--- src/sv/baud_divisor_search_macros.svh ---
// Assertion macros shared by the baud divisor search RTL
`ifndef BAUD_DIVISOR_SEARCH_MACROS_SVH
`define BAUD_DIVISOR_SEARCH_MACROS_SVH

// Same-cycle implication, sampled on clk_i, off while rst_ni is low
`define BDS_ASSERT(lbl, ante, cons, msg) \
  lbl: assert property (@(posedge clk_i) disable iff (!rst_ni) (ante) |-> (cons)) \
    else $error(msg);

// Next-cycle implication, sampled on clk_i, off while rst_ni is low
`define BDS_ASSERT_NEXT(lbl, ante, cons, msg) \
  lbl: assert property (@(posedge clk_i) disable iff (!rst_ni) (ante) |=> (cons)) \
    else $error(msg);

`endif

--- src/sv/bds_pkg.sv ---
// Types and constants of the baud divisor search
package bds_pkg;

  localparam int CLOCK_W        = 30;
  localparam int RATE_W         = 20;
  localparam int SEL_W          = 2;
  localparam int DIV_W          = 8;
  localparam int ERR_W          = 15;
  localparam int NUM_PRESCALERS = 4;
  localparam int DIVISOR_LIMIT  = 256;

  localparam logic [CLOCK_W-1:0] CLOCK_RESET = CLOCK_W'(16000000);
  localparam logic signed [ERR_W-1:0] UNUSABLE_ERR = ERR_W'(10000);

  // clock / (16 * rate) gives twice clock / (32 * rate)
  localparam int FRAC_W     = 4;
  localparam int X_W        = CLOCK_W - FRAC_W;
  localparam int REM_W      = 32;
  localparam int LIM_W      = DIV_W + 2;
  localparam int M_W        = DIV_W + 1;
  localparam int PROD_W     = M_W + RATE_W;
  localparam int BASE_SHIFT = 5;
  localparam int SHIFT_MAX  = BASE_SHIFT + 2 * (NUM_PRESCALERS - 1);
  localparam int DF_W       = PROD_W + SHIFT_MAX;
  localparam int D_W        = 31;
  localparam int MAG_W      = 29;
  localparam int CMP_W      = MAG_W + D_W;
  localparam int SCALE      = 20000;
  localparam int SCALE_W    = 15;
  localparam int NUM_W      = MAG_W + SCALE_W;
  localparam int ERR_Q_W    = 12;

  typedef struct packed {
    logic             found;
    logic [SEL_W-1:0] sel;
    logic [DIV_W-1:0] div;
    logic             neg;
  } res_tag_t;

  // One restoring division step works on this word
  typedef struct packed {
    logic [REM_W-1:0] rem;
    logic [REM_W-1:0] dvs;
    logic [X_W-1:0]   x;
    res_tag_t         tag;
  } div_t;

  typedef struct packed {
    logic             ok;
    logic [DIV_W-1:0] div;
    logic [MAG_W-1:0] mag;
    logic [D_W-1:0]   d;
    logic             neg;
  } cand_t;

  typedef struct packed {
    logic             found;
    logic [SEL_W-1:0] sel;
    logic [DIV_W-1:0] div;
    logic [MAG_W-1:0] mag;
    logic [D_W-1:0]   d;
    logic             neg;
  } best_t;

  typedef struct packed {
    cand_t [NUM_PRESCALERS-1:0] cands;
    best_t                      best;
  } pick_t;

endpackage

--- src/sv/bds_cand.sv ---
// Divisor, rounding and error magnitude for every prescaler, two stages
module bds_cand (
  input  logic                         clk_i,
  input  logic                         rst_ni,
  input  logic [bds_pkg::CLOCK_W-1:0]  clock_i,
  input  logic                         valid_i,
  input  bds_pkg::div_t                data_i,
  input  logic                         en_i,
  output logic                         en_o,
  output logic                         valid_o,
  output bds_pkg::pick_t               data_o
);
  import bds_pkg::*;

  logic                                   v1_q, v2_q, en2;
  logic [NUM_PRESCALERS-1:0]              ok_q, ok_d;
  logic [NUM_PRESCALERS-1:0][DIV_W-1:0]   div_q, div_d;
  logic [NUM_PRESCALERS-1:0][PROD_W-1:0]  prod_q, prod_d;
  pick_t                                  pick_q, pick_d;

  assign en2  = !v2_q || en_i;
  assign en_o = !v1_q || en2;

  // Stage one: round to nearest with ties to an even divisor, then (N+1)*rate
  always_comb begin
    logic [X_W-1:0]   t;
    logic [X_W-1:0]   lowm;
    logic [X_W-2:0]   q;
    logic             ex;
    logic             dec;
    logic [LIM_W-1:0] dv;
    for (int n = 0; n < NUM_PRESCALERS; n++) begin
      t    = data_i.x >> (2 * n);
      lowm = ~({X_W{1'b1}} << (2 * n));
      ex   = (data_i.rem == '0) && (clock_i[FRAC_W-1:0] == '0) && ((data_i.x & lowm) == '0);
      q    = t[X_W-1:1];
      dec  = !t[0] || (ex && q[0]);
      dv   = {1'b0, q[DIV_W:0]} - LIM_W'(dec);
      ok_d[n]   = (data_i.dvs != '0) && ((q >> (DIV_W + 1)) == '0) && (dv != '0) &&
                  (dv < LIM_W'(DIVISOR_LIMIT));
      div_d[n]  = dv[DIV_W-1:0];
      prod_d[n] = PROD_W'(dv[M_W-1:0] + M_W'(1)) * PROD_W'(data_i.dvs[RATE_W-1:0]);
    end
  end

  // Stage two: scale by 32 * 4^n and take the distance to the clock
  always_comb begin
    logic [DF_W-1:0] dfull;
    logic [D_W-1:0]  dd;
    logic [D_W-1:0]  ck;
    ck = D_W'(clock_i);
    pick_d = '0;
    for (int n = 0; n < NUM_PRESCALERS; n++) begin
      dfull = DF_W'(prod_q[n]) << (BASE_SHIFT + 2 * n);
      dd    = dfull[D_W-1:0];
      pick_d.cands[n].ok  = ok_q[n];
      pick_d.cands[n].div = div_q[n];
      pick_d.cands[n].d   = dd;
      if (ck >= dd) begin
        pick_d.cands[n].mag = MAG_W'(ck - dd);
        pick_d.cands[n].neg = 1'b0;
      end else begin
        pick_d.cands[n].mag = MAG_W'(dd - ck);
        pick_d.cands[n].neg = 1'b1;
      end
    end
    // Seed the running best with the first prescaler
    pick_d.best.found = pick_d.cands[0].ok;
    pick_d.best.sel   = '0;
    if (pick_d.cands[0].ok) begin
      pick_d.best.div = pick_d.cands[0].div;
      pick_d.best.mag = pick_d.cands[0].mag;
      pick_d.best.d   = pick_d.cands[0].d;
      pick_d.best.neg = pick_d.cands[0].neg;
    end else begin
      pick_d.best.div = '0;
      pick_d.best.mag = '0;
      pick_d.best.d   = D_W'(1);
      pick_d.best.neg = 1'b0;
    end
  end

  always_ff @(posedge clk_i or negedge rst_ni) begin
    if (!rst_ni) begin
      v1_q <= 1'b0;
      v2_q <= 1'b0;
    end else begin
      if (en_o) begin
        v1_q <= valid_i;
      end
      if (en2) begin
        v2_q <= v1_q;
      end
    end
  end

  always_ff @(posedge clk_i) begin
    if (en_o) begin
      ok_q   <= ok_d;
      div_q  <= div_d;
      prod_q <= prod_d;
    end
    if (en2) begin
      pick_q <= pick_d;
    end
  end

  assign valid_o = v2_q;
  assign data_o  = pick_q;
endmodule

--- config.mk ---
export PLATFORM = sky130hd
export DESIGN_NAME = bds_cand
export DESIGN_NICKNAME = d
export VERILOG_FILES = /design/src/sv/baud_divisor_search_macros.svh /design/src/sv/bds_pkg.sv /design/src/sv/bds_cand.sv
export SDC_FILE = /design/constraint.sdc
export NUM_CORES = 2
export LEC_CHECK = 0
export BUFFER_PORTS_ARGS = -buffer_cell sky130_fd_sc_hd__buf_2
export CAP_MARGIN = 15
export CORE_MARGIN = 2
export CORE_UTILIZATION = 65
export CTS_CLUSTER_DIAMETER = 30
export DETAILED_ROUTE_END_ITERATION = 16
export PLACE_DENSITY = 0.9
export RECOVER_POWER = 25
export SYNTH_ARGS = -nofsm -noshare
export SYNTH_HDL_FRONTEND = slang
export SYNTH_SLANG_ARGS = --single-unit
--- constraint.sdc ---
create_clock -name clk_i -period 14 [get_ports clk_i]
set_input_delay 0 -clock clk_i [delete_from_list [all_inputs] [get_ports clk_i]]
set_output_delay 0 -clock clk_i [all_outputs]
set_load 0.03 [all_outputs]
### After elaboration in Yosys (flattened, before gate mapping)

Index checks and enable logic that the tools add are counted.

* bits in registers: 447
* bits of input ports: 136

* add/subtract/negate cells: 16
* multiply operators: 4
* magnitude comparators: 8
* muxes and demuxes: 9
* reduce and logical (&&, ||, !) cells: 46

Operators by type and width (number)
* 29-bit subtractor: 8
* 30-bit by 31-bit >= comparator with 1-bit output: 4
* 29-bit 2-to-1 mux: 4
* 25-bit logical NOT: 4
* 26-bit logical NOT: 3
* 9-bit by 1-bit adder with 10-bit output (second input constant): 4
* 10-bit by 9-bit less-than comparator with 1-bit output (second input constant): 4
* 10-bit nonzero test: 4
* 9-bit by 1-bit subtractor with 10-bit output: 4
* 32-bit logical NOT: 1
* 32-bit nonzero test: 1
* 10-bit by 20-bit multiplier with 26-bit output: 1
* 10-bit by 20-bit multiplier with 24-bit output: 1
* 10-bit by 20-bit multiplier with 22-bit output: 1
* 1-bit logical AND: 20
* 10-bit by 20-bit multiplier with 20-bit output: 1
* 1-bit logical NOT: 6
* 1-bit logical OR: 6
* 4-bit logical NOT: 1
* 1-bit 2-to-1 mux: 4
* 2-bit 2-to-1 mux: 1

### Longest topological paths before layout

* depth in word-level cells: 9
* gate-level depth with buffers: 35
* mapped depth without buffers: 33

### Least setup slack after synthesis

Ideal clock, no wire load.

* kind: register to register
* from: register v2_q (netlist: valid_o)
* to: register pick_q (netlist bit data_o[0]), enable pin
* setup time: 730 ps
* arrival time: 7581 ps
* required time: 13270 ps
* setup slack: 5689 ps
* stages on the path, launching flop included: 2
* path buffers: 0
* clock period less this slack: 8311 ps
* cells stage by stage: dfrtp_1 nand2b_1

* cells in the longest elaborated chain, start to end: 2

Ends and longest elaborated chain
* start, declared: RTL line bds_cand.sv:15 `logic v1_q, v2_q, en2;`
* start signal, assigned: RTL line bds_cand.sv:92 `v2_q <= v1_q;`
* 1-bit logical NOT: RTL line bds_cand.sv:21 `assign en2 = !v2_q || en_i;`
* 1-bit logical OR: RTL line bds_cand.sv:21
* named net en2: RTL line bds_cand.sv:15
* end signal, assigned: RTL line bds_cand.sv:104 `pick_q <= pick_d;`
* end, declared: RTL line bds_cand.sv:19 `pick_t pick_q, pick_d;`

The timed path passes the listed nets, and every way through them passes these cells.
A chain may end at the register's enable or synchronous reset.

==> metrics.yaml <==
logic_synthesis:
  synth.area.mux_share_pct: 1.07
  synth-edff-count: 438
  ys_seq_area_share_pct: 29.5
  synthFlopType: "edfxtp_1"
  synth_seq_cells: 440
  synth_area_um2: 44800
  avgSynthCellArea_um2: 9.88
  synthDistinctLibCells: 86
  yosys.area.top_type: "edfxtp_1"
  yosysTopAreaCellShare_pct: 29.4
  synth_compound_area_share_pct: 9.16
  synth_xor_area_share_pct: 5.52
  synth_top_family_by_area: "adder cells"
  synth-simple-area-share_pct: 14.7
  yosys_warnings: 0
  ys_async_sr_fraction_pct: 0.455
  synth_adder_area_share_pct: 31.3
  postSynthCellCount: 4530
  synth_area_leaders: "edfxtp_1 (29%), fa_1 (22%), ha_1 (9.4%)"
timing:
  slew_headroom_pct: -20.1
  fin_skew_ns: 0.0704
  period_share_pct: 65.8
  hold_ws_ns: -0.0681
  hold_viol: 1
  setup_slack_ns: 4.79
  tns_ns: 0
  worst_slew_pin_slew_ns: 1.80
  setup_viol: 0
  fmax_ghz: 0.109
  finalCriticalPeriod_ns: 9.21
  slew_violations: 42
  rsz0062_at_grt: "false"
run_status:
  violations: "hold timing, capacitance limit, slew limit"
  status: "finished, violations left"
finish:
  area_growth_pct: 13.1
  final_common_cell: "inv_1"
  layout_common_cells: "inv_1 (736), nand2_1 (501), fa_1 (489), edfxtp_1 (438), and2_1 (365)"
  drive_gt1_share_pct: 10.6
  finalNetCount: 5880
worst_setup_path:
  cp_common_cell: "fa_1"
  worst-path-buf-inv: 7
  path_max_fanout: 19
  rrSetupSlack_ns: 9.65
  startpoint_type: "input pin"
  worst_setup_path_end_kind: "flop"
  cp_slowest_cell: "dlygate4sd3_1"
  critPathTopFamily: "adder cells"
  max_stage_delay_ns: 0.66
  cp.required_ns: 14.41
  crit_type: "in -> reg"
  worstPathArrival_ns: 9.62
drt:
  drt_first_pass_iters: 8
  routedWlPerCell_um: 22.7
  drc_errors: 0
  via_per_inst: 6.15
  antenna_left: 0
  dr.first_iter.drc_count: 4070
  wl_um: 133000
  vias: 36108
die:
  dieWidth_um: 266
  io_pins: 490
  dieArea_um2: 71000
  die_y_um: 266
  num_rows: 96
  start_util_pct: 65.5
  core_area_um2: 68300
grt:
  grt-ovfl-total: 0
  grt_pass1_vias: 36963
  grt_pass1_wl_um: 205000
  gr-usage-all-layers_pct: 37.8
  grt_max_degree: 80
  antenna_found_initial: 5
clock_network:
  cts_buffer_depth: 3
  post_cts_buffers: 0
  cts_tree: "built"
  cts.sinks: 440
  insertion_delay_ns: 0.67
  cts_made_buffers: 79
  post_cts_resize_count: 0
  cts_hold_buffers: 31
  h-tree-depth: 3
  clk_pin_slew_ns: 0.05
  cts-root-buf: "clkbuf_16"
pwr:
  power.density_nw_per_um2: 286
  leakagePower_uw: 0.0240
  peakVddDrop_v: 0.000237
run:
  drv_cap: 1
min_path:
  hp-class: "in -> reg"
placement:
  gp_congestion: 1.03
  place_hpwl_um: 94400
  dpl_worst_slack_ns: 5.22
  numPortBuffers: 439
==> metrics by stage <==
| stage | util, % | instance area, µm² | std cells | power (µW) |
|---|---|---|---|---|
| 2_1_floorplan | - | 44900 | 4567 | 9550 |
| 3_3_place_gp | 69.7 | 47600 | 5684 | 11600 |
| 3_5_place_dp | 69.7 | 47600 | 5684 | 12000 |
| 4_1_cts | 74.3 | 50800 | 5861 | 14200 |
| 5_1_grt | 74.0 | 50600 | 5865 | 15500 |
| 6_report | 74.1 | 50600 | 5868 | 14500 |
==> tightest hold or removal path, cell delays in order <==
cell and delay, ns:
buf_2 0.07, nor4_1 0.04, o2111ai_1 0.22, nor3b_1 0.09
==> routing by layer <==
metal	track usage [%]	part of all wire [%]	vias to the layer above
met4	26.7	8.3	4
met1	45.1	34	17535
met2	61.5	47	2526
met3	7.89	11	677
met5	0	0.019	-
li1	-	-	15366
==> area by class of cell <==
type | instances | area, µm²
multi-input cells | 3132 | 27900
fillers | 4345 | 17700
flip-flops and latches | 440 | 13200
inverters | 739 | 2770
repair buffers | 525 | 2740
clock buffers | 83 | 1990
well taps | 882 | 1100
clock inverters | 63 | 857
diodes | 4 | 10.0
==> report_power, final <==
| part | leakage [µW] | switching [µW] | internal [µW] |
|---|---|---|---|
| clock | 0.00139 | 751 | 1310 |
| sequential | 0.00447 | 341 | 2450 |
| combinational | 0.0181 | 6020 | 3630 |
==> path summary, 6_finish.rpt <==
| path | startpoint | end | cells after the start |
|---|---|---|---|
| hold reg to reg | div_q[11] | data_o[206] | 0 |
| setup / recovery | data_i[15] | pick_d[102] | 30 |
| min in group asynchronous | rst_ni | v1_q | 3 |
| setup reg to reg | pick_d[81] | data_o[58] | 11 |
| hold / removal | data_i[33] | ok_q[3] | 4 |
| max in group asynchronous | rst_ni | v1_q | 3 |
==> state kept, by name, indices dropped and copies added (netlist names) <==
signal	cells
data_o	310
ok_q	4
valid_o	1
v1_q	1
pick_d	92
div_q	32
==> cell families after synthesis <==
kind of cell    Yosys count
mux                      47
other cells               1
xor+xnor                279
buf+inv                 995
flops                   440
simple gates           1309
fa+ha+maj               827
compound gates          632
==> cells in the mapped netlist, types with 27 or more instances <==
cell      instances
inv_1           736
nand2_1         501
fa_1            489
edfxtp_1        438
and2_1          374
ha_1            338
clkbuf_1        202
xnor2_1         196
a21oi_1         190
nor2_1          156
a21o_1          121
o21ai_0          99
xor2_1           80
buf_4            43
nor3_1           40
mux2i_1          39
nor2b_1          37
nand3_1          34
nand4_1          31
o21bai_1         31
nand2b_1         27
Power figures use the tool's default switching activity.
