### src/sv/baud_divisor_search_macros.svh
// Assertion macros shared by the baud divisor search RTL
`ifndef BAUD_DIVISOR_SEARCH_MACROS_SVH
`define BAUD_DIVISOR_SEARCH_MACROS_SVH

// Same-cycle implication, sampled on clk_i, off while rst_ni is low
`define BDS_ASSERT(lbl, ante, cons, msg) \
  lbl: assert property (@(posedge clk_i) disable iff (!rst_ni) (ante) |-> (cons)) \
    else $error(msg);

// Next-cycle implication, sampled on clk_i, off while rst_ni is low
`define BDS_ASSERT_NEXT(lbl, ante, cons, msg) \
  lbl: assert property (@(posedge clk_i) disable iff (!rst_ni) (ante) |=> (cons)) \
    else $error(msg);

`endif

### src/sv/bds_pkg.sv
// Types and constants of the baud divisor search
package bds_pkg;

  localparam int CLOCK_W        = 30;
  localparam int RATE_W         = 20;
  localparam int SEL_W          = 2;
  localparam int DIV_W          = 8;
  localparam int ERR_W          = 15;
  localparam int NUM_PRESCALERS = 4;
  localparam int DIVISOR_LIMIT  = 256;

  localparam logic [CLOCK_W-1:0] CLOCK_RESET = CLOCK_W'(16000000);
  localparam logic signed [ERR_W-1:0] UNUSABLE_ERR = ERR_W'(10000);

  // clock / (16 * rate) gives twice clock / (32 * rate)
  localparam int FRAC_W     = 4;
  localparam int X_W        = CLOCK_W - FRAC_W;
  localparam int REM_W      = 32;
  localparam int LIM_W      = DIV_W + 2;
  localparam int M_W        = DIV_W + 1;
  localparam int PROD_W     = M_W + RATE_W;
  localparam int BASE_SHIFT = 5;
  localparam int SHIFT_MAX  = BASE_SHIFT + 2 * (NUM_PRESCALERS - 1);
  localparam int DF_W       = PROD_W + SHIFT_MAX;
  localparam int D_W        = 31;
  localparam int MAG_W      = 29;
  localparam int CMP_W      = MAG_W + D_W;
  localparam int SCALE      = 20000;
  localparam int SCALE_W    = 15;
  localparam int NUM_W      = MAG_W + SCALE_W;
  localparam int ERR_Q_W    = 12;

  typedef struct packed {
    logic             found;
    logic [SEL_W-1:0] sel;
    logic [DIV_W-1:0] div;
    logic             neg;
  } res_tag_t;

  // One restoring division step works on this word
  typedef struct packed {
    logic [REM_W-1:0] rem;
    logic [REM_W-1:0] dvs;
    logic [X_W-1:0]   x;
    res_tag_t         tag;
  } div_t;

  typedef struct packed {
    logic             ok;
    logic [DIV_W-1:0] div;
    logic [MAG_W-1:0] mag;
    logic [D_W-1:0]   d;
    logic             neg;
  } cand_t;

  typedef struct packed {
    logic             found;
    logic [SEL_W-1:0] sel;
    logic [DIV_W-1:0] div;
    logic [MAG_W-1:0] mag;
    logic [D_W-1:0]   d;
    logic             neg;
  } best_t;

  typedef struct packed {
    cand_t [NUM_PRESCALERS-1:0] cands;
    best_t                      best;
  } pick_t;

endpackage

### src/sv/bds_div_cell.sv
// One restoring division step: one quotient bit per cell
module bds_div_cell (
  input  logic          clk_i,
  input  logic          rst_ni,
  input  logic          valid_i,
  input  bds_pkg::div_t data_i,
  input  logic          en_i,
  output logic          en_o,
  output logic          valid_o,
  output bds_pkg::div_t data_o
);
  import bds_pkg::*;

  logic             v_q;
  div_t             data_q, data_d;
  logic [REM_W:0]   sh, diff;
  logic             ge;

  assign en_o = !v_q || en_i;

  always_comb begin
    sh     = {data_i.rem, data_i.x[X_W-1]};
    diff   = sh - {1'b0, data_i.dvs};
    ge     = sh >= {1'b0, data_i.dvs};
    data_d = data_i;
    data_d.rem = ge ? diff[REM_W-1:0] : sh[REM_W-1:0];
    data_d.x   = {data_i.x[X_W-2:0], ge};
  end

  always_ff @(posedge clk_i or negedge rst_ni) begin
    if (!rst_ni) begin
      v_q <= 1'b0;
    end else if (en_o) begin
      v_q <= valid_i;
    end
  end

  always_ff @(posedge clk_i) begin
    if (en_o) begin
      data_q <= data_d;
    end
  end

  assign valid_o = v_q;
  assign data_o  = data_q;
endmodule

### config.mk
export PLATFORM = sky130hd
export DESIGN_NAME = bds_div_cell
export DESIGN_NICKNAME = d
export VERILOG_FILES = /design/src/sv/baud_divisor_search_macros.svh /design/src/sv/bds_pkg.sv /design/src/sv/bds_div_cell.sv
export SDC_FILE = /design/constraint.sdc
export NUM_CORES = 1
export LEC_CHECK = 0
export BUFFER_PORTS_ARGS = -buffer_cell sky130_fd_sc_hd__buf_2
export CORE_MARGIN = 1.5
export CORE_UTILIZATION = 45
export DETAILED_ROUTE_END_ITERATION = 8
export PLACE_DENSITY = 0.82
export SYNTH_ARGS = -nofsm -noshare
export SYNTH_HDL_FRONTEND = slang
export SYNTH_SLANG_ARGS = --single-unit
### constraint.sdc
create_clock -name clk_i -period 6.96 [get_ports clk_i]
set_input_delay 1.392 -clock clk_i [delete_from_list [all_inputs] [get_ports clk_i]]
set_output_delay 1.392 -clock clk_i [all_outputs]
set_load 0.01 [all_outputs]
-- Yosys cells after proc, flatten, opt, wreduce, memory -nomap -nowiden
Cells that the tools add are included.
- add/subtract/negate cells: 1
- $lt $le $gt $ge: 1
- multiplexer cells: 1
- reductions and logical operators: 2
- operators with widths (operator ; count):
    33-bit by 32-bit >= comparator with 1-bit output ; 1
    32-bit two-way mux ; 1
    32-bit subtractor ; 1
    1-bit zero test ; 1
    1-bit logical OR ; 1
- register bits: 103
- input bits: 106
- output and inout port bits: 104

-- Depth between registers and ports, before layout
Gate-level depths: netlist (run 1).
- depth after elaboration: 2
- mapped depth: 13

-- Worst setup path after synthesis (run 1)
No wires, ideal clock.
- path kind: in2out
- start: input port en_i
- end: output port en_o
- arrival time: 3.953 ns
- data required time: 5.568 ns
- path slack: 1.615 ns
- stages: 1
- path through: nand2b_1
- longest elaborated chain between the ends: 1
- ends and longest elaborated chain (item ; RTL line ; source):
    from (decl) ; bds_div_cell.sv:7 ; input logic en_i,
    1-bit logical OR ; bds_div_cell.sv:19 ; assign en_o = !v_q || en_i;
    to (decl) ; bds_div_cell.sv:8 ; output logic en_o,
Every way passes these cells.

==> results.md, run 1 <==
* Status: finished clean
* CTS Sinks at 103
* Power density over the cells at 244 nW/um2
* NetSw at 0.000450 W
* Starting Density at 46.3%
* Fin. max-slew vios at 0
* DR DRC count at 0
* Skew-Pair Late Insertion Delay at 350 ps
* Reg2Reg Depth at 2
* CP required at 7050 ps
* Maximum VDD drop at 0.208 mV
* GRT Total Usage at 19.9%
* Max Fclk at 225 MHz
* Slowest CP cell: o311a_1
* Critical Path Sink Type: flip-flop
* Layout cell share with drive strength beyond 1 at 36.0%
* Final Cycle Share at 63.9%
* Setup Buffers After CTS at 0
* Max capacitance violation total at 0
* WL met2 at 6.16 mm
* Top delay family on crit path: compound AO/OA/AOI/OAI gates
* Setup_tns at 0 ps
* M1 wire length at 5.14 mm
* Yosys cell types at 49
* Hold_ws at 803 ps
* Post-synth EDFFs at 102
* P&R area growth vs syn at 27.5%
* Post-synthesis async set-or-reset flop share at 0.971%
* WP buf/inv at 2
* ANT cells at 0
* Switching part of the total power at 27.3%
* First-pass GRT wire length at 19.7 mm
* CP peak stage delay at 410 ps
* Post-route minimum period at 4450 ps
* Met3 WL post-DR at 1.08 mm
* RSZ-0062 raised after global routing: false
* Worst hold path class: in2async
* Cells after Synth at 450
* Die ar. at 12500 um2
* Slew HR at 42.6%
* Finished Cell Area at 6770 um2
* Number of synthesis warnings at 0
* Core ar. at 11500 um2
* Commonest non-fill, non-tap cells in the layout: buf_2, edfxtp_1, a21oi_1
* FF-to-FF setup slack at 4940 ps
* GPL Wtd Cong at 0.905
* Final Power at 0.00165 W
* Initial antenna violation count at 0
* Placed cell area at 6470 um2
* Clk pwr share at 30.6%
* Internal at 0.00120 W
* Commonest non-fill, non-tap cell in the layout: buf_2
* Detail Route Antenna Nets at 0
* Iter 0 DRT Violations at 223
* Via-per-instance ratio at 5.20
* Site Rows at 39
* Worst-path clk slew at 70 ps
* Register Area at 3090 um2
* CP arrival at 4540 ps
* DRT Pass-1 Iters at 4
* Most common cell on crit path: a21oi_1
* CTS max path bufs at 2
* CP Class: in2reg
* Syn_nets at 589
* Sequential power share at 47.2%
* Mean Syn Cell Area at 11.8 um2
* Max layer used: met4
* H-tree depth at 3
* # port buffers at 209
* Final core occ at 59.0%
* TritonCTS clock tree: yes
* Die width at 112 um
* Hold_buf cts at 0
* Startpoint types: primary input
* Num CTS Buffers at 9
* CP cell instances: buf_2 -> inv_1 -> ha_1 -> fa_1 -> nand2b_1 -> a21oi_1 -> o21ai_0 -> o311a_1 -> a31oi_1 -> a21oi_1 -> o41ai_1 -> xor2_1 -> mux2_1
* Reg-to-Reg End: data_o[36]$_DFFE_PP_
* Comb power frac at 22.2%
* Worst slew pin tran at 861 ps
* Reg2reg start: valid_o$_DFFE_PN0P_
* Final HPWL DP at 9.60 mm
* Synth Register Bits at 103
* Setup Skew at 8.99 ps
* Final WL at 12.5 mm
* Netlist Area Pre-Place at 5310 um2
* Vias post-DR at 4167
* Critical Path Fanout Max at 4
* Vias in the first global route at 4071
* Fin. Hold Viols at 0
* # setup viols final at 0
* Primary FF master, synth: edfxtp_1
* Nets@finish at 793
* I/O Pins at 210
* Die height at 112 um
* Multi-input combinational cell area at 2000 um2
* Total grt overflow at 0
* Pleak at 3.05 nW
* Sequential share of the synthesized area at 58.2%
* Wirelength per Cell at 15.6 um
* Filler cells at 947
* Post_cts resized at 0
* Clk root buf: clkbuf_16
* Largest net degree at the start of global routing at 69
-- cells in the mapped netlist, drive strengths merged, types with 5 or more instances --
cell      n  area share (%)
o21ai    18             1.8
inv      38             2.7
buf      11             1.2
xor2     12             2.0
o21a      6            0.85
clkbuf    7            0.52
nor2     35             2.5
nand4     8            0.94
a21oi    56             5.3
xnor2    15             2.5
nand2    26             1.8
edfxtp  102              58
a31oi     5            0.59
mux2     10             2.1
nand2b    5            0.59
a21o     12             1.7
ha       32             7.5
nand3     8            0.75
-- worst register-to-register path, stage by stage (launching register included) --
cell and delay [ps]:
dfrtp_1 410, nand2b_4 400, buf_4 810
-- final cells by class --
class                           count  area share (%)
Clock buffer                       10            3.38
Clock inverter                      6            1.05
Inverter                           38            2.11
Multi-Input combinational cell    291            29.5
Sequential cell                   103            45.6
Tap cell                          143            2.64
Timing Repair Buffer              211            15.7
-- state kept, by name, indices dropped and copies added, names as in the netlist --
register,flops
data_o,102
valid_o,1
-- power by group through the flow --
stage               combinational (W)  clock [W]  sequential [W]
finish                       0.000367   0.000504        0.000779
global placement             0.000358          0        0.000791
floorplan                    0.000190          0        0.000834
CTS                          0.000369   0.000515        0.000780
detailed placement           0.000366          0        0.000793
global route                 0.000403   0.000539        0.000785
-- per-stage QoR --
step / worst slack, ps / std cells
6_report: 2510 / 802
5_1_grt: 2330 / 802
3_3_place_gp: 2280 / 786
4_1_cts: 2560 / 802
2_1_floorplan: 1610 / 450
3_5_place_dp: 2220 / 786
-- kinds of logic (layout without fill, tap and decap cells) --
kind of cell | Yosys count | in the layout | synth area share [%]
buffers and inverters | 56 | 265 | 4.38
AO/OA/AOI/OAI | 119 | 119 | 13.8
AND/OR/NAND/NOR | 101 | 101 | 9.00
adder cells (fa/ha/maj) | 33 | 33 | 7.92
XOR/XNOR | 27 | 27 | 4.45
multiplexers | 11 | 11 | 2.31
flip-flops | 103 | 103 | 58.2
-- worst max-delay path by stage --
stage | from | to | slack [ps] | depth (start not counted)
3_5_place_dp | data_i[37] | data_o[100]$_DFFE_PP_ | 2220 | 13
2_1_floorplan | en_i | en_o | 1610 | 1
6_report | data_i[37] | data_o[100]$_DFFE_PP_ | 2510 | 13
5_1_grt | data_i[37] | data_o[100]$_DFFE_PP_ | 2330 | 13
3_3_place_gp | data_i[37] | data_o[100]$_DFFE_PP_ | 2280 | 13
4_1_cts | data_i[37] | data_o[100]$_DFFE_PP_ | 2560 | 13
-- layer usage --
metal	up-vias	GRT usage [%]
met1	1905	24.4
met3	14	6.70
li1	2068	-
met5	-	0
met4	0	5.91
met2	180	33.5
(Power assumes the default switching activity.)
==> run 2: changes to the inputs <==
Clock period 6.96 ns to 4.3 ns, I/O delays scaled along.
==> results.md, run 2 (synthesis results as in run 1) <==
* Status: finished clean
* Slowest CP cell: fa_1
* Startpoint types: primary input
* CP Class: in2reg
* Max capacitance violation total at 0 (unchanged)
* CP cell instances: buf_2 -> inv_1 -> ha_1 -> fa_1 -> nand2b_1 -> a21oi_1 -> o21ai_0 -> o311a_1 -> a31oi_1 -> a21oi_1 -> o41ai_1 -> xor2_1 -> mux2_1
* Final Cycle Share at 86.6%
* P&R area growth vs syn at 28.1%
* Setup_tns at 0 ps (unchanged)
* ANT cells at 0 (unchanged)
* GPL Wtd Cong at 0.906 (+0.18%)
* Fin. Hold Viols at 0 (unchanged)
* FF-to-FF setup slack at 2600 ps (-2340 ps)
* Wirelength per Cell at 15.2 um (-3.0%)
* Post_cts resized at 0 (unchanged)
* H-tree depth at 3 (unchanged)
* Core ar. at 11500 um2 (unchanged)
* Clk pwr share at 31.5% (+0.9 points)
* Max Fclk at 269 MHz
* NetSw at 0.000739 W (+64%)
* Pleak at 3.07 nW (+0.59%)
* Sequential power share at 46.5% (-0.7 points)
* Vias in the first global route at 4153 (+2.0%)
* Comb power frac at 22.0% (-0.2 points)
* First-pass GRT wire length at 19.6 mm (-0.84%)
* I/O Pins at 210 (unchanged)
* Final Worst Setup Slack at 576 ps (-1940 ps)
* Switching part of the total power at 27.3% (+0.070 points)
* DR DRC count at 0 (unchanged)
* CP required at 4400 ps (-2650 ps)
* Worst hold path class: in2async
* Setup Skew at 7.87 ps (-1.12 ps)
* Largest register FFs at 102 (unchanged)
* Iter 0 DRT Violations at 311 (+39%)
* Final HPWL DP at 9.60 mm (about the same)
* Worst-path clk slew at 70 ps (about the same)
* Finished Cell Area at 6800 um2 (+0.54%)
* Slew HR at 63.8% (+21 points)
* Clk root buf: clkbuf_16
* Total grt overflow at 0 (unchanged)
* Final WL at 12.2 mm (-2.9%)
* Critical Path Sink Type: flip-flop
* Setup Buffers After CTS at 0 (unchanged)
* Die width at 112 um (unchanged)
* Most common cell on crit path: a21oi_1
* Num CTS Buffers at 9 (unchanged)
* Layout Cells excl Fill at 803 (+0.12%)
* # setup viols final at 0 (unchanged)
* Placed cell area at 6490 um2 (+0.31%)
* Commonest non-fill, non-tap cells in the layout: buf_2, edfxtp_1, a21oi_1
* Skew-Pair Late Insertion Delay at 350 ps (about the same)
* Placed cell count at 787 (+0.13%)
* Internal at 0.00197 W (+64%)
* Die ar. at 12500 um2 (unchanged)
* Detail Route Antenna Nets at 0 (unchanged)
* Via-per-instance ratio at 5.20 (+0.12%)
* Pre-CTS WS at 239 ps (-1980 ps)
* Starting Density at 46.3% (unchanged)
* Hold_buf cts at 0 (unchanged)
* Critical Path Fanout Max at 4 (unchanged)
* GRT Total Usage at 19.8% (-0.073 points)
* Vias post-DR at 4177 (+0.24%)
* Worst slew pin tran at 540 ps (-321 ps)
* TritonCTS clock tree: yes
* CTS Sinks at 103 (unchanged)
* Initial antenna violation count at 0 (unchanged)
* Post-route minimum period at 3720 ps
* Site Rows at 39 (unchanged)
* CP peak stage delay at 410 ps (about the same)
* Die height at 112 um (unchanged)
* Maximum VDD drop at 0.309 mV (+49%)
* DRT Pass-1 Iters at 4 (unchanged)
* RSZ-0062 raised after global routing: false
* Largest net degree at the start of global routing at 55 (-20%)
* Power density over the cells at 398 nW/um2 (+63%)
* Commonest non-fill, non-tap cell in the layout: buf_2
* Fin. max-slew vios at 0 (unchanged)
* Layout cell share with drive strength beyond 1 at 36.2% (+0.25 points)
* # port buffers at 209 (unchanged)
* CTS max path bufs at 2 (unchanged)
* CP arrival at 3830 ps (-710 ps)
* Nets@finish at 794 (+0.13%)
run 2: per-layer routing:
layer	vias up	GRT usage, %	share of wire, %	routed length [um]
met4	0	10.2	3.0	365
met1	1919	23.0	40	4910
met2	168	34.3	49	6010
met3	23	4.63	7.3	893
li1	2067	-	-	-
met5	-	0	0	0
run 2: final cells by class:
cell class / count / area (um2)
well taps: 143 / 179
clock buffers: 10 / 239
clock inverters: 6 / 77.6
flip-flops and latches: 103 / 3090
inverters: 38 / 143
multi-input cells: 291 / 2000
fillers: 924 / 4660
repair buffers: 212 / 1080
run 2: power groups by stage:
stage | Clock [W] | Sequential (W) | Combinational [W]
after floorplan | 0 | 0.00135 | 0.000308
after global placement | 0 | 0.00128 | 0.000585
after detailed placement | 0 | 0.00128 | 0.000593
after CTS | 0.000876 | 0.00126 | 0.000598
after global routing | 0.000901 | 0.00127 | 0.000653
final | 0.000852 | 0.00126 | 0.000594
run 2: critical path: cells and delay by family:
family | cells | cell delay (ps)
and+or+nand+nor | 1 | 180
adders and majority gates | 2 | 620
xor gates and xnor gates | 1 | 120
buffers and inverters | 2 | 120
AOI/OAI and AO/OA | 6 | 1630
muxes | 1 | 300
run 2: stage by stage:
stage               hold slack [ps]  total power [W]  util [%]
floorplan                       564          0.00166         -
global placement                634          0.00186      56.6
detailed placement              635          0.00188      56.6
CTS                             246          0.00273      59.3
global route                    249          0.00282      59.3
finish                          262          0.00271      59.3
run 2: final timing paths:
check / start / to / depth (start not counted)
max: data_i[37] / data_o[100]$_DFFE_PP_ / 13
min: rst_ni / valid_o$_DFFE_PN0P_ / 1
max reg2reg: valid_o$_DFFE_PN0P_ / data_o[14]$_DFFE_PP_ / 2
min reg2reg: valid_o$_DFFE_PN0P_ / valid_o$_DFFE_PN0P_ / 2
max in group asynchronous: rst_ni / valid_o$_DFFE_PN0P_ / 1
min in group clk_i: data_i[12] / data_o[13]$_DFFE_PP_ / 1
